## src/hw/rtl/u16u8_pkg.sv

```systemverilog
// ----------------------------------------------------------------------------
// u16u8_pkg
// Types, constants and UTF-8 encoding helpers for the UTF-16LE transcoder.
// ----------------------------------------------------------------------------
`timescale 1ns / 1ps

package u16u8_pkg;

  localparam int UnitW   = 16;
  localparam int CpW     = 21;
  localparam int HeldW   = 10;
  localparam int ByteW   = 8;
  localparam int JobQDepth = 2;

  // surrogate tags in the top six bits of a code unit
  localparam logic [5:0] HighTag = 6'b110110;
  localparam logic [5:0] LowTag  = 6'b110111;

  localparam logic [CpW-1:0] SuppBase = 21'h10000;

  // one encode job: optional flushed high surrogate, then optional code point
  typedef struct packed {
    logic              flush_vld;
    logic [HeldW-1:0]  flush_held;
    logic              main_vld;
    logic [CpW-1:0]    main_cp;
  } job_t;

  // index of the final byte of the utf-8 form of cp
  function automatic logic [1:0] enc_last_idx(input logic [CpW-1:0] cp);
    logic [1:0] r;
    if (cp < 21'h80) begin
      r = 2'd0;
    end else if (cp < 21'h800) begin
      r = 2'd1;
    end else if (cp < 21'h10000) begin
      r = 2'd2;
    end else begin
      r = 2'd3;
    end
    return r;
  endfunction

  // byte idx of the utf-8 form of cp, whose final byte index is last
  function automatic logic [ByteW-1:0] enc_byte(input logic [CpW-1:0] cp,
                                                input logic [1:0]     last,
                                                input logic [1:0]     idx);
    logic [ByteW-1:0] b;
    logic [1:0]       rem;
    rem = last - idx;
    b   = '0;
    if (idx == 2'd0) begin
      case (last)
        2'd0:    b = {1'b0, cp[6:0]};
        2'd1:    b = {3'b110, cp[10:6]};
        2'd2:    b = {4'b1110, cp[15:12]};
        default: b = {5'b11110, cp[20:18]};
      endcase
    end else begin
      case (rem)
        2'd0:    b = {2'b10, cp[5:0]};
        2'd1:    b = {2'b10, cp[11:6]};
        default: b = {2'b10, cp[17:12]};
      endcase
    end
    return b;
  endfunction

endpackage

```

## src/hw/rtl/u16u8_front.sv

```systemverilog
// ----------------------------------------------------------------------------
// u16u8_front
// Accepts code units, pairs surrogates and issues encode jobs.
// ----------------------------------------------------------------------------
`timescale 1ns / 1ps

module u16u8_front import u16u8_pkg::*; (
  input  logic             clk_i,
  input  logic             rst_ni,
  input  logic             push,
  output logic             full,
  input  logic [UnitW-1:0] code_unit_i,
  input  logic             stream_end_i,
  output logic             job_vld_o,
  input  logic             job_rdy_i,
  output job_t             job_o
);

  logic             pend_vld_q, pend_vld_d;
  logic [HeldW-1:0] pend_held_q, pend_held_d;
  logic             is_high, is_low, accept, hold_new;

  // classify the incoming unit
  assign is_high  = (code_unit_i[15:10] == HighTag);
  assign is_low   = (code_unit_i[15:10] == LowTag);
  assign hold_new = is_high && !stream_end_i;
  assign full     = !job_rdy_i;
  assign accept   = push && !full;

  // build the job and the next held surrogate
  always_comb begin
    job_o       = '0;
    pend_vld_d  = pend_vld_q;
    pend_held_d = pend_held_q;
    if (pend_vld_q && is_low) begin
      job_o.main_vld = 1'b1;
      job_o.main_cp  = {1'b0, pend_held_q, code_unit_i[9:0]} + SuppBase;
    end else begin
      job_o.flush_vld  = pend_vld_q;
      job_o.flush_held = pend_held_q;
      job_o.main_vld   = !hold_new;
      job_o.main_cp    = {{(CpW-UnitW){1'b0}}, code_unit_i};
    end
    if (accept) begin
      pend_vld_d  = hold_new && !(pend_vld_q && is_low);
      pend_held_d = code_unit_i[9:0];
    end
  end

  assign job_vld_o = accept && (job_o.flush_vld || job_o.main_vld);

  // held surrogate state
  always_ff @(posedge clk_i or negedge rst_ni) begin
    if (!rst_ni) begin
      pend_vld_q  <= 1'b0;
      pend_held_q <= '0;
    end else begin
      pend_vld_q  <= pend_vld_d;
      pend_held_q <= pend_held_d;
    end
  end

endmodule

```

## src/hw/rtl/u16u8_jobq.sv

```systemverilog
// ----------------------------------------------------------------------------
// u16u8_jobq
// Two-entry job queue between the front and the byte sequencer.
// ----------------------------------------------------------------------------
`timescale 1ns / 1ps

module u16u8_jobq import u16u8_pkg::*; (
  input  logic clk_i,
  input  logic rst_ni,
  input  logic wr_vld_i,
  output logic wr_rdy_o,
  input  job_t wr_job_i,
  output logic rd_vld_o,
  input  logic rd_pop_i,
  output job_t rd_job_o
);

  localparam int PtrW = $clog2(JobQDepth);
  localparam int CntW = $clog2(JobQDepth + 1);

  job_t            mem_q [JobQDepth];
  logic [PtrW-1:0] wr_ptr_q, rd_ptr_q;
  logic [CntW-1:0] cnt_q;
  logic            do_wr, do_rd;

  assign wr_rdy_o = (cnt_q != CntW'(JobQDepth));
  assign rd_vld_o = (cnt_q != '0);
  assign do_wr    = wr_vld_i && wr_rdy_o;
  assign do_rd    = rd_pop_i && rd_vld_o;
  assign rd_job_o = mem_q[rd_ptr_q];

  // storage
  always_ff @(posedge clk_i) begin
    if (do_wr) begin
      mem_q[wr_ptr_q] <= wr_job_i;
    end
  end

  // pointers and fill count
  always_ff @(posedge clk_i or negedge rst_ni) begin
    if (!rst_ni) begin
      wr_ptr_q <= '0;
      rd_ptr_q <= '0;
      cnt_q    <= '0;
    end else begin
      if (do_wr) begin
        wr_ptr_q <= (wr_ptr_q == PtrW'(JobQDepth - 1)) ? '0 : wr_ptr_q + 1'b1;
      end
      if (do_rd) begin
        rd_ptr_q <= (rd_ptr_q == PtrW'(JobQDepth - 1)) ? '0 : rd_ptr_q + 1'b1;
      end
      case ({do_wr, do_rd})
        2'b10:   cnt_q <= cnt_q + 1'b1;
        2'b01:   cnt_q <= cnt_q - 1'b1;
        default: cnt_q <= cnt_q;
      endcase
    end
  end

endmodule

```

## src/hw/rtl/u16u8_back.sv

```systemverilog
// ----------------------------------------------------------------------------
// u16u8_back
// Walks each job byte by byte and holds the oldest beat in an output register.
// ----------------------------------------------------------------------------
`timescale 1ns / 1ps

module u16u8_back import u16u8_pkg::*; (
  input  logic             clk_i,
  input  logic             rst_ni,
  input  logic             job_vld_i,
  input  job_t             job_i,
  output logic             job_pop_o,
  output logic             empty,
  input  logic             pop,
  output logic [ByteW-1:0] out_byte_o,
  output logic             run_last_o
);

  logic             flush_done_q;
  logic [1:0]       idx_q;
  logic             out_vld_q;
  logic [ByteW-1:0] out_byte_q;
  logic             run_last_q;

  logic             sel_main, cp_last, job_last, advance;
  logic [CpW-1:0]   cp;
  logic [1:0]       last_idx;
  logic [ByteW-1:0] cur_byte;

  // pick the code point being emitted
  assign sel_main = !job_i.flush_vld || flush_done_q;
  assign cp       = sel_main ? job_i.main_cp
                             : {{(CpW-UnitW){1'b0}}, HighTag, job_i.flush_held};
  assign last_idx = enc_last_idx(cp);
  assign cur_byte = enc_byte(cp, last_idx, idx_q);
  assign cp_last  = (idx_q == last_idx);
  assign job_last = cp_last && (sel_main || !job_i.main_vld);

  // move a byte when the output register is free or being drained
  assign advance   = job_vld_i && (!out_vld_q || pop);
  assign job_pop_o = advance && job_last;

  // sequencer position
  always_ff @(posedge clk_i or negedge rst_ni) begin
    if (!rst_ni) begin
      flush_done_q <= 1'b0;
      idx_q        <= '0;
    end else if (advance) begin
      if (cp_last) begin
        idx_q        <= '0;
        flush_done_q <= !job_last;
      end else begin
        idx_q <= idx_q + 1'b1;
      end
    end
  end

  // output register valid
  always_ff @(posedge clk_i or negedge rst_ni) begin
    if (!rst_ni) begin
      out_vld_q <= 1'b0;
    end else if (advance) begin
      out_vld_q <= 1'b1;
    end else if (pop) begin
      out_vld_q <= 1'b0;
    end
  end

  // output payload
  always_ff @(posedge clk_i) begin
    if (advance) begin
      out_byte_q <= cur_byte;
      run_last_q <= job_last;
    end
  end

  assign empty      = !out_vld_q;
  assign out_byte_o = out_byte_q;
  assign run_last_o = run_last_q;

endmodule

```

## src/hw/rtl/utf16le_to_utf8_transcoder.sv

```systemverilog
// ----------------------------------------------------------------------------
// utf16le_to_utf8_transcoder
// UTF-16LE code units in, UTF-8 bytes out, with surrogate pairing.
// ----------------------------------------------------------------------------
// The output side delivers one byte per cycle while the consumer pops and a
// job is queued. An ordinary code unit produces one to three bytes, a
// surrogate pair four, and a held high surrogate flushed ahead of the new
// unit adds three more, up to six in all; a high surrogate that is held
// produces nothing. The byte sequencer in the back end emits these bytes.
// Input units are taken back to back as long as the two-entry job queue has
// room, and a finished byte waiting on the output does not stop the front.
// ----------------------------------------------------------------------------
`timescale 1ns / 1ps

module utf16le_to_utf8_transcoder import u16u8_pkg::*; (
  input  logic             clk_i,
  input  logic             rst_ni,
  input  logic             push,
  output logic             full,
  input  logic [UnitW-1:0] code_unit_i,
  input  logic             stream_end_i,
  output logic             empty,
  input  logic             pop,
  output logic [ByteW-1:0] out_byte_o,
  output logic             run_last_o
);

  logic job_wr_vld, job_wr_rdy, job_rd_vld, job_rd_pop;
  job_t job_wr, job_rd;

  // front end: surrogate pairing
  u16u8_front u_front (
    .clk_i        (clk_i),
    .rst_ni       (rst_ni),
    .push         (push),
    .full         (full),
    .code_unit_i  (code_unit_i),
    .stream_end_i (stream_end_i),
    .job_vld_o    (job_wr_vld),
    .job_rdy_i    (job_wr_rdy),
    .job_o        (job_wr)
  );

  // job queue
  u16u8_jobq u_jobq (
    .clk_i    (clk_i),
    .rst_ni   (rst_ni),
    .wr_vld_i (job_wr_vld),
    .wr_rdy_o (job_wr_rdy),
    .wr_job_i (job_wr),
    .rd_vld_o (job_rd_vld),
    .rd_pop_i (job_rd_pop),
    .rd_job_o (job_rd)
  );

  // back end: byte sequencer and output register
  u16u8_back u_back (
    .clk_i      (clk_i),
    .rst_ni     (rst_ni),
    .job_vld_i  (job_rd_vld),
    .job_i      (job_rd),
    .job_pop_o  (job_rd_pop),
    .empty      (empty),
    .pop        (pop),
    .out_byte_o (out_byte_o),
    .run_last_o (run_last_o)
  );

endmodule

```

## config.mk

```make
export PLATFORM = sky130hd
export DESIGN_NAME = utf16le_to_utf8_transcoder
export DESIGN_NICKNAME = d
export VERILOG_FILES = /design/src/hw/rtl/u16u8_pkg.sv /design/src/hw/rtl/u16u8_front.sv /design/src/hw/rtl/u16u8_jobq.sv /design/src/hw/rtl/u16u8_back.sv /design/src/hw/rtl/utf16le_to_utf8_transcoder.sv
export SDC_FILE = /design/constraint.sdc
export NUM_CORES = 1
export LEC_CHECK = 0
export BUFFER_PORTS_ARGS = -buffer_cell sky130_fd_sc_hd__buf_4
export CORE_MARGIN = 5
export CORE_UTILIZATION = 34
export CTS_CLUSTER_DIAMETER = 100
export CTS_CLUSTER_SIZE = 25
export DETAILED_ROUTE_END_ITERATION = 7
export HOLD_SLACK_MARGIN = 0.06
export PLACE_DENSITY = 0.47
export SETUP_SLACK_MARGIN = 0.5
export SLEW_MARGIN = 20
export SYNTH_ARGS = -nofsm -noshare
export SYNTH_HDL_FRONTEND = slang
export SYNTH_HIERARCHICAL = 1
export SYNTH_SLANG_ARGS = --single-unit
```

## constraint.sdc

```tcl
create_clock -name clk_i -period 6.6 [get_ports clk_i]
set_input_delay 1.32 -clock clk_i [delete_from_list [all_inputs] [get_ports clk_i]]
set_output_delay 1.32 -clock clk_i [all_outputs]
set_load 0.03 [all_outputs]
```

* After elaboration in Yosys (flattened, before gate mapping)
Memory sizes are Yosys's and may differ from the RTL's.
Cells that the tools add are included.
** Cells by class
- Muxes and demuxes :: 17
- Magnitude comparators :: 3
- Reduce and logical (&&, ||, !) cells :: 29
- $add $sub $neg :: 7
- Equality and inequality tests :: 9
** Operator list (number)
- $pmux 8 s3 :: 1
- $mux 22 :: 1
- $add 20x17->21 const B :: 1
- $lt 21x12->1 const B :: 1
- $lt 21x17->1 const B :: 1
- $lt 21x8->1 const B :: 1
- $mux 21 :: 1
- $eq 6x6->1 const B :: 2
- $pmux 6 s2 :: 1
- $mux 11 :: 1
- $logic_and 1x1->1 :: 10
- $logic_not 1->1 :: 8
- $mux 8 :: 1
- $mux 1 :: 7
- $eq 2x1->1 const B :: 3
- $logic_not 2->1 :: 3
- $mux 2 :: 3
- $reduce_bool 2->1 :: 3
- $add 2x1->2 const B :: 2
- $eq 2x2->1 const B :: 2
- $logic_or 1x1->1 :: 4
- $pmux 2 s2 :: 1
- $add 1x1->1 const B :: 2
- $eq 2x2->1 :: 1
- 4 further kinds :: 4
** Word-level totals
- Memories kept :: 1
- Memory bits (writable) :: 66
- Flip-flop bits (word level) :: 28
- Bits of input ports :: 21
** Memory list
- u_jobq.mem_q :: words 2, bits a word 33, rd ports 1, clocked after Yosys merged registers in 0, wr ports 1, line u16u8_jobq.sv:21 : job_t mem_q [JobQDepth];

* Depth between registers and ports, before layout
Gate-level depths: netlist (run 1).
An unclocked memory read counts as a cell.
- Depth in word-level cells :: 14
- Mapped depth :: 16
- Gate-level depth less buffers :: 14

* Cells and area by module
Netlist (run 1), hierarchy kept.
** By module, submodules not included
- u16u8_jobq :: seq. area each 2082.0 um2, cells an instance 120, instances 1, area each 2593.7 um2
- u16u8_back :: seq. area each 370.4 um2, cells an instance 137, instances 1, area each 1189.9 um2
- u16u8_front :: seq. area each 275.3 um2, cells an instance 78, instances 1, area each 780.7 um2

* Worst setup path after synthesis (run 1)
Ideal clock, no wire load.
- Path type :: input to register
- From :: input port push
- To :: memory u_jobq/mem_q[0][0] in the netlist's numbering, enable pin
- Data required time :: 6.177 ns
- Arrival :: 3.282 ns
- Library setup time :: 0.423 ns
- Stages on the path :: 5
- Slack :: 2.894 ns
- Path buffers :: 1
- Cells stage by stage :: nand2_1 > buf_2 > a31oi_1 > nand2_1 > nor2_1
** On the way
- Cells in the longest elaborated chain, start to end :: 5
** Ends and longest elaborated chain
- start, declared :: line utf16le_to_utf8_transcoder.sv:18 : input logic push,
- $logic_and 1x1->1 :: line u16u8_front.sv:28 : assign accept = push && !full;
- $logic_and 1x1->1 :: line u16u8_front.sv:50 : assign job_vld_o = accept && (job_o.flush_vld || job_o.main_vld);
- named net job_wr_vld :: line utf16le_to_utf8_transcoder.sv:28 : logic job_wr_vld, job_wr_rdy, job_rd_vld, job_rd_pop;
- $logic_and 1x1->1 :: line u16u8_jobq.sv:28 : assign do_wr = wr_vld_i && wr_rdy_o;
- $mux 1 :: line u16u8_jobq.sv:34 : if (do_wr) begin
- $mux 1 (not written as such) :: line u16u8_jobq.sv:35 : mem_q[wr_ptr_q] <= wr_job_i;
- end, declared :: line u16u8_jobq.sv:21
The timed path passes the listed nets, and every way through them passes these cells.

==> results.toml, run 1 <==
[critical_path]
crit_fanout = 20
cp-start-kind = "flop"
cp_top_family = "simple AND/OR/NAND/NOR gates"
required_ps = 6870
cp_common_cell = "ha_1"
cpPeakStageDelay_ps = 760
worstPathBufferInverterCount = 2
slowest_stage = "dfrtp_1"
critical_path_class = "reg2reg"
arrival_ps = 4580
worstPathCellList = "buf_4 -> mux2_2 -> or4_1 -> a31o_2 -> nand2_1 -> ha_1 -> clkinv_1 -> a21oi_1 -> and3_1 -> and2_4 -> ha_1 -> nor2_1 -> xor2_1"
end_kind = "flop"

[floorplanning]
dieArea_mm2 = 0.0158
core.rowCount = 42
coreArea_mm2 = 0.0132
start_util = 0.346
die_x_um = 126
ioPinCount = 32
fp.dieH_um = 126

[cts]
cts_tree = "built"
post_cts_resized = 0
cts_hold_buffers = 0
clk_latency_ps = 340
root_buffer = "clkbuf_16"
clock-sinks = 94
path_clk_slew_ps = 60
ctsLongestPathBuffers = 2
cts_buffers = 9
post-cts-setup-buffer-count = 0
htree_num_levels = 3

[logic_synthesis]
syn_area_per_cell_um2 = 13.6
synth_top_area_cell = "edfxtp_1"
syn_inst = 335
ys_ff_latch = 94
synthTopCellsByArea = "edfxtp_1 (49%), mux2_2 (12%), dfrtp_1 (10%)"
ys.flop_type = "edfxtp_1"
synth_area_mm2 = 0.00456
ys_seq_area_frac = 0.598
synth_warnings = 6
synth-edff-count = 75
synth_fp_nets = 365
synth.distinct_cells = 56
synth_top_area_frac = 0.493
synthArstFlopShare = 0.202

[power]
p_switching_uw = 893
netSwitchingFraction = 0.356
pwr-share-seq = 0.386
p_leak_nw = 1.90
peakVddDrop_mv = 0.185
p_int_mw = 1.62
pwr-share-clk = 0.212
power_frac_comb = 0.401
p_per_area_mw_per_mm2 = 484

[cells_and_area]
n_antenna_cell = 0
syn_to_final_growth_pct = 13.5
drive_gt1_frac = 0.296
finalNetCount = 387
final_util = 0.393
n_fill_cell = 1254
stdcell_count = 538

[global_route]
grtUsageMet3 = 0.0237
overflow = 0
grt_use_total = 0.133
grt_pass1_vias = 2748
grt_max_degree = 34
grt_pass1_wl_um = 15900
grt_use_met1 = 0.184
antenna_found_initial = 0
busiest_layer = "met2"
grt_util_met2 = 0.199

[sta]
post-route-period-util = 0.653
rsz0062_at_grt = "no"
worst_pin_slew_ps = 1030
hold_violations = 0
fmax_mhz = 232
tns_ps = 0
slew_headroom = 0.309
skew_ps = 4.57
maxSlewViolCount = 0
setup_violations = 0
period_needed_ps = 4310

[detailed_routing]
wl_per_cell_um = 18.7
routed_wl_um = 10000
drtAntennaViolNets = 0
drt_iter0_drc = 121
viasPerCell = 4.97
drcViolationCount = 0
first_pass_iters = 4
vias = 2674

[flow_run]
max-cap-violations = 0

[placed_design]
gp_congestion = 0.868
dpl.hpwl_um = 7070
dp_cells = 522
io_buffer_count = 31

[min_path]
hold_class = "reg2reg"

[status]
status = "finished clean"
-- worst reg2reg max path, cell delays in order, from the launching register on --
cell	delay [ps]
dfrtp_1	760
buf_4	420
mux2_2	420
or4_1	540
a31o_2	210
nand2_1	170
ha_1	310
clkinv_1	300
a21oi_1	260
and3_1	190
and2_4	140
ha_1	240
nor2_1	140
xor2_1	150
-- registers in the layout, summed over array words and instances, names as in the netlist --
register             flops
u_back/flush_done_q      1
u_back/idx_q             2
u_back/out_byte_o        8
u_back/out_vld_q         1
u_back/run_last_o        1
u_front/pend_held_q     10
u_front/pend_vld_q       1
u_jobq/cnt_q             2
u_jobq/mem_q            66
u_jobq/rd_ptr_q          1
u_jobq/wr_ptr_q          1
-- cells in the mapped netlist (2+ instances only) --
| master | instances |
|---|---|
| nand3_2 | 2 |
| mux2i_1 | 2 |
| a2bb2oi_1 | 2 |
| nand2b_1 | 6 |
| and3b_1 | 2 |
| a21oi_1 | 8 |
| nand2_1 | 20 |
| a211o_1 | 2 |
| buf_2 | 3 |
| mux2_1 | 2 |
| or3_1 | 4 |
| xor2_1 | 4 |
| o21ai_0 | 2 |
| and2b_1 | 2 |
| mux2_2 | 50 |
| nor2_1 | 18 |
| edfxtp_1 | 75 |
| nor3_1 | 4 |
| a221oi_1 | 3 |
| a31o_2 | 2 |
| xnor2_1 | 4 |
| ha_1 | 9 |
| and2_1 | 3 |
| dfrtp_1 | 19 |
| o211ai_1 | 3 |
| nor2b_1 | 10 |
| o31a_1 | 5 |
| nand3_1 | 5 |
| and3_1 | 4 |
| o31ai_1 | 2 |
| buf_6 | 6 |
| clkbuf_1 | 2 |
| inv_1 | 13 |
| buf_4 | 10 |
| a211oi_1 | 6 |
-- power by group through the flow --
stage	registers [mW]	clock network, mW	logic [mW]
final	0.970	0.533	1.01
after global routing	0.991	0.574	1.10
after CTS	0.974	0.550	1.02
after detailed placement	0.986	0	1.01
after global placement	0.985	0	1.03
after floorplan	0.995	0	0.723
-- metal layers --
layer  share of wire  vias up
met4           0.021        0
met5               0        -
met2            0.46       63
met3           0.038       17
met1            0.48     1313
li1                -     1281
-- cell families (layout without fill, tap and decap cells) --
group           count (synthesis)  after routing  share of synthesized area
flops                          94             94                      0.598
simple gates                   89             89                      0.107
mux                            54             54                      0.133
compound gates                 45             45                     0.0740
buf+inv                        36             63                     0.0485
fa+ha+maj                       9              9                     0.0247
xor+xnor                        8              8                     0.0153
-- final timing paths --
kind | cells after the start | endpoint | slack (ps) | start
min in group asynchronous | 1 | u_back/idx_q[1] | 870 | rst_ni
setup / recovery | 13 | u_jobq/cnt_q[1] | 2290 | u_jobq/rd_ptr_q
setup reg to reg | 13 | u_jobq/cnt_q[1] | 2290 | u_jobq/rd_ptr_q
hold / removal | 1 | u_jobq/cnt_q[1] | 500 | u_jobq/cnt_q[1]
hold reg to reg | 1 | u_jobq/cnt_q[1] | 500 | u_jobq/cnt_q[1]
max in group asynchronous | 1 | u_front/pend_vld_q | 5480 | rst_ni
-- area by class of cell --
cell class / instances / area (µm²) / area share
sequential: 94 / 2730 / 0.526
multi-input combinational: 205 / 1620 / 0.313
clock buffer: 12 / 256 / 0.0495
timing repair buffer: 33 / 248 / 0.0478
tap: 176 / 220 / 0.0425
clock inverter: 4 / 55.1 / 0.0106
inverter: 14 / 52.6 / 0.0101
-- metrics by stage --
| stage | area (µm²) | worst slack [ps] | power (mW) | hold WS [ps] |
|---|---|---|---|---|
| 6_report | 5180 | 2290 | 2.51 | 496 |
| 5_1_grt | 5180 | 1980 | 2.66 | 516 |
| 4_1_cts | 5180 | 2240 | 2.55 | 496 |
| 3_5_place_dp | 4870 | 2280 | 2.00 | 485 |
| 3_3_place_gp | 4870 | 2400 | 2.01 | 474 |
| 2_1_floorplan | 4560 | 2890 | 1.72 | 456 |
-- cell usage in the layout, fill, tap and decap left out, types with 3 or more instances in the layout --
master and instances:
and2_1 3, nor2_1 17, dfrtp_1 19, xor2_1 4, ha_1 9, nand2b_1 6
a21oi_1 8, o31a_1 5, clkbuf_16 9, buf_4 33, nand3_1 5, edfxtp_1 75
o211ai_1 3, xnor2_1 4, nor3_1 4, inv_1 13, nand2_1 20, nor2b_1 10
mux2_2 50, or3_1 4, a221oi_1 3, and3_1 4, a211oi_1 6
Power figures use the tool's default switching activity.
==> run 2: changes to the inputs <==
--- a/config.mk
+++ b/config.mk
@@ -5,6 +5,7 @@
 export SDC_FILE = /design/constraint.sdc
 export NUM_CORES = 1
 export LEC_CHECK = 0
+export ABC_AREA = 1
 export BUFFER_PORTS_ARGS = -buffer_cell sky130_fd_sc_hd__buf_4
 export CORE_MARGIN = 5
 export CORE_UTILIZATION = 34
@@ -12,7 +13,7 @@
 export CTS_CLUSTER_SIZE = 25
 export DETAILED_ROUTE_END_ITERATION = 7
 export HOLD_SLACK_MARGIN = 0.06
-export PLACE_DENSITY = 0.47
+export PLACE_DENSITY = 0.49
 export SETUP_SLACK_MARGIN = 0.5
 export SLEW_MARGIN = 20
 export SYNTH_ARGS = -nofsm -noshare
==> constraint.sdc (replaced) <==
create_clock -name clk_i -period 3.55 [get_ports clk_i]
set_input_delay 0.71 -clock clk_i [delete_from_list [all_inputs] [get_ports clk_i]]
set_output_delay 0.71 -clock clk_i [all_outputs]
set_load 0.03 [all_outputs]
==> run 2 against run 1 <==
Net effect:
- sequential share of layout area decreased by 4.2 points
- non-clock buffer count increased by 19
- global-route usage is 0.072 points lower
- via count up 26%
- largest cell class unchanged
- worst hold slack got worse by 250 ps
- first-iteration DRC count rose by 120%
- clock power rose by 91%
==> results.toml, run 2 <==
[detailed_routing]
drtAntennaViolNets = 0
wl_per_cell_um = 15.0
routed_wl_um = 11000
viasPerCell = 4.61
vias = 3378
first_pass_iters = 4
drcViolationCount = 0
drt_iter0_drc = 272

[critical_path]
cp_top_family = "simple AND/OR/NAND/NOR gates"
cp_common_cell = "nand2_1"
critical_path_class = "reg2reg"
arrival_ps = 3100
cp-start-kind = "flop"
required_ps = 3780
worstPathCellList = "buf_4 -> inv_4 -> nand2_1 -> nand2_1 -> mux2i_1 -> inv_1 -> nor3_2 -> nand3_1 -> o21ai_2 -> ha_1 -> nand3_4 -> a211oi_4 -> nand2_2 -> inv_1 -> ha_1 -> inv_1 -> nand3_1 -> nand2_1 -> nand2_1"
worstPathBufferInverterCount = 5
end_kind = "flop"
cpPeakStageDelay_ps = 480
slowest_stage = "dfrtp_2"
crit_fanout = 13

[cts]
clk_latency_ps = 340
clock-sinks = 94
path_clk_slew_ps = 60
cts_buffers = 9
cts_hold_buffers = 0
ctsLongestPathBuffers = 2
root_buffer = "clkbuf_16"
cts_tree = "built"
htree_num_levels = 3

[placed_design]
place_area_mm2 = 0.00512
gp_congestion = 0.852
dpl.hpwl_um = 7320
dp_cells = 702
dp_slack_ps = 275
io_buffer_count = 31

[floorplanning]
core.rowCount = 43
dieArea_mm2 = 0.0166
die_x_um = 129
fp.dieH_um = 129
start_util = 0.347
coreArea_mm2 = 0.0139
ioPinCount = 32

[global_route]
grt_use_met1 = 0.173
antenna_found_initial = 0
busiest_layer = "met2"
grt_pass1_wl_um = 16700
grt_max_degree = 35
grtUsageMet3 = 0.0274
grt_util_met2 = 0.210
grt_use_total = 0.132
grt_pass1_vias = 3223
overflow = 0

[logic_synthesis]
ys_seq_area_frac = 0.567
syn_inst = 510
syn_area_per_cell_um2 = 9.44
synthTopCellsByArea = "edfxtp_1 (47%), nand2_1 (17%), dfrtp_1 (9.9%)"
synth_area_mm2 = 0.00481
synth_fp_nets = 540
ys.flop_type = "edfxtp_1"
synth-edff-count = 75
synthArstFlopShare = 0.202
yosysMostFrequentCell = "nand2_1"
synth_commonest_cells = "nand2_1 (213), edfxtp_1 (75), inv_1 (34)"
synth_top_area_frac = 0.468
synth_top_area_cell = "edfxtp_1"
synth.distinct_cells = 38
ys_ff_latch = 94
synth_warnings = 6

[sta]
post-route-period-util = 0.806
period_needed_ps = 2860
fmax_mhz = 349
skew_ps = 6.57
setup_violations = 0
rsz0062_at_grt = "no"
holdWs_ps = 245
maxSlewViolCount = 0
worst_pin_slew_ps = 486
tns_ps = 0
hold_violations = 0
slew_headroom = 0.676
setup_slack_ps = 687

[power]
p_leak_nw = 2.56
peakVddDrop_mv = 0.343
p_per_area_mw_per_mm2 = 902

[flow_run]
max-cap-violations = 0

[cells_and_area]
syn_to_final_growth_pct = 17.0
n_fill_cell = 1399
final_area_mm2 = 0.00563
largest_reg_flops = 66
finalNetCount = 578
stdcell_count = 733
final_common_cell = "nand2_1"
drive_gt1_frac = 0.228
top_register = "u_jobq/mem_q"
n_antenna_cell = 0
final_cell_mix = "nand2_1 (210), edfxtp_1 (75), buf_4 (48), inv_1 (33), nand3_1 (28)"

[status]
status = "finished clean"

[min_path]
hold_class = "in2async"
run 2: cell types whose count changed in the layout (fill, tap and decap cells not counted), moves of 14 or more:
cell | before | now
buf_4 | 33 | 48
inv_1 | 13 | 33
inv_2 | 0 | 14
mux2_2 | 50 | 0
nand2_1 | 20 | 210
nand2_2 | 1 | 19
nand3_1 | 5 | 28
run 2: report_power, final:
| part | switching [mW] | internal (mW) | leakage [nW] |
|---|---|---|---|
| Combinational | 1.50 | 0.772 | 1.47 |
| Clock | 0.391 | 0.634 | 0.157 |
| Sequential | 0.161 | 1.62 | 0.928 |
| Total | 2.05 | 3.03 | 2.56 |
run 2: final timing paths:
| kind | start | endpoint | slack [ps] | depth (start not counted) |
|---|---|---|---|---|
| setup / recovery | u_jobq/rd_ptr_q | u_jobq/cnt_q[1] | 690 | 19 |
| hold / removal | rst_ni | u_back/out_vld_q | 250 | 1 |
| setup reg to reg | u_jobq/rd_ptr_q | u_jobq/cnt_q[1] | 690 | 19 |
| hold reg to reg | u_front/pend_held_q[5] | u_front/pend_held_q[5] | 520 | 2 |
| max in group asynchronous | rst_ni | u_jobq/rd_ptr_q | 3060 | 1 |
| min in group clk_i | u_front/pend_held_q[5] | u_front/pend_held_q[5] | 520 | 2 |
run 2: cell type report:
class                           count  area [µm²]  share of cell area
Timing Repair inverter              1        6.26             0.00111
Inverter                           49         191              0.0340
Timing Repair Buffer               52         437              0.0775
Clock inverter                      4        70.1              0.0124
Tap cell                          180         225              0.0400
Clock buffer                       12         246              0.0438
Sequential cell                    94        2730               0.485
Multi-Input combinational cell    341        1730               0.307
run 2: timing repair:
action                                 CTS  global route
setup endpoints to repair                4             4
endpoints found under the hold margin    0             0
gates cloned                             1             2
gates resized for setup                  3            11
buffers inserted                         3             9
pin swaps                                2             6
run 2: kinds of logic (layout without fill, tap and decap cells):
group                    Yosys count  after routing  share of synthesized area
AND/OR/NAND/NOR                  300            301                      0.279
adder cells (fa/ha/maj)            9              9                     0.0234
XOR/XNOR                           3              3                    0.00546
flip-flops                        94             94                      0.567
AO/OA/AOI/OAI                     26             26                     0.0341
buffers and inverters             76            118                     0.0871
multiplexers                       2              2                    0.00416
run 2: stage by stage:
| stage | power [mW] | util |
|---|---|---|
| 2_1_floorplan | 3.31 | - |
| 3_5_place_dp | 3.85 | 0.369 |
| 4_1_cts | 4.93 | 0.395 |
| 5_1_grt | 5.43 | 0.406 |
| 6_report | 5.08 | 0.406 |
| 3_3_place_gp | 3.84 | 0.369 |
run 2: per-layer routing:
layer,vias up,share of wire
met5,-,0
li1,1718,-
met2,58,0.47
met4,0,0.022
met1,1587,0.47
met3,15,0.039
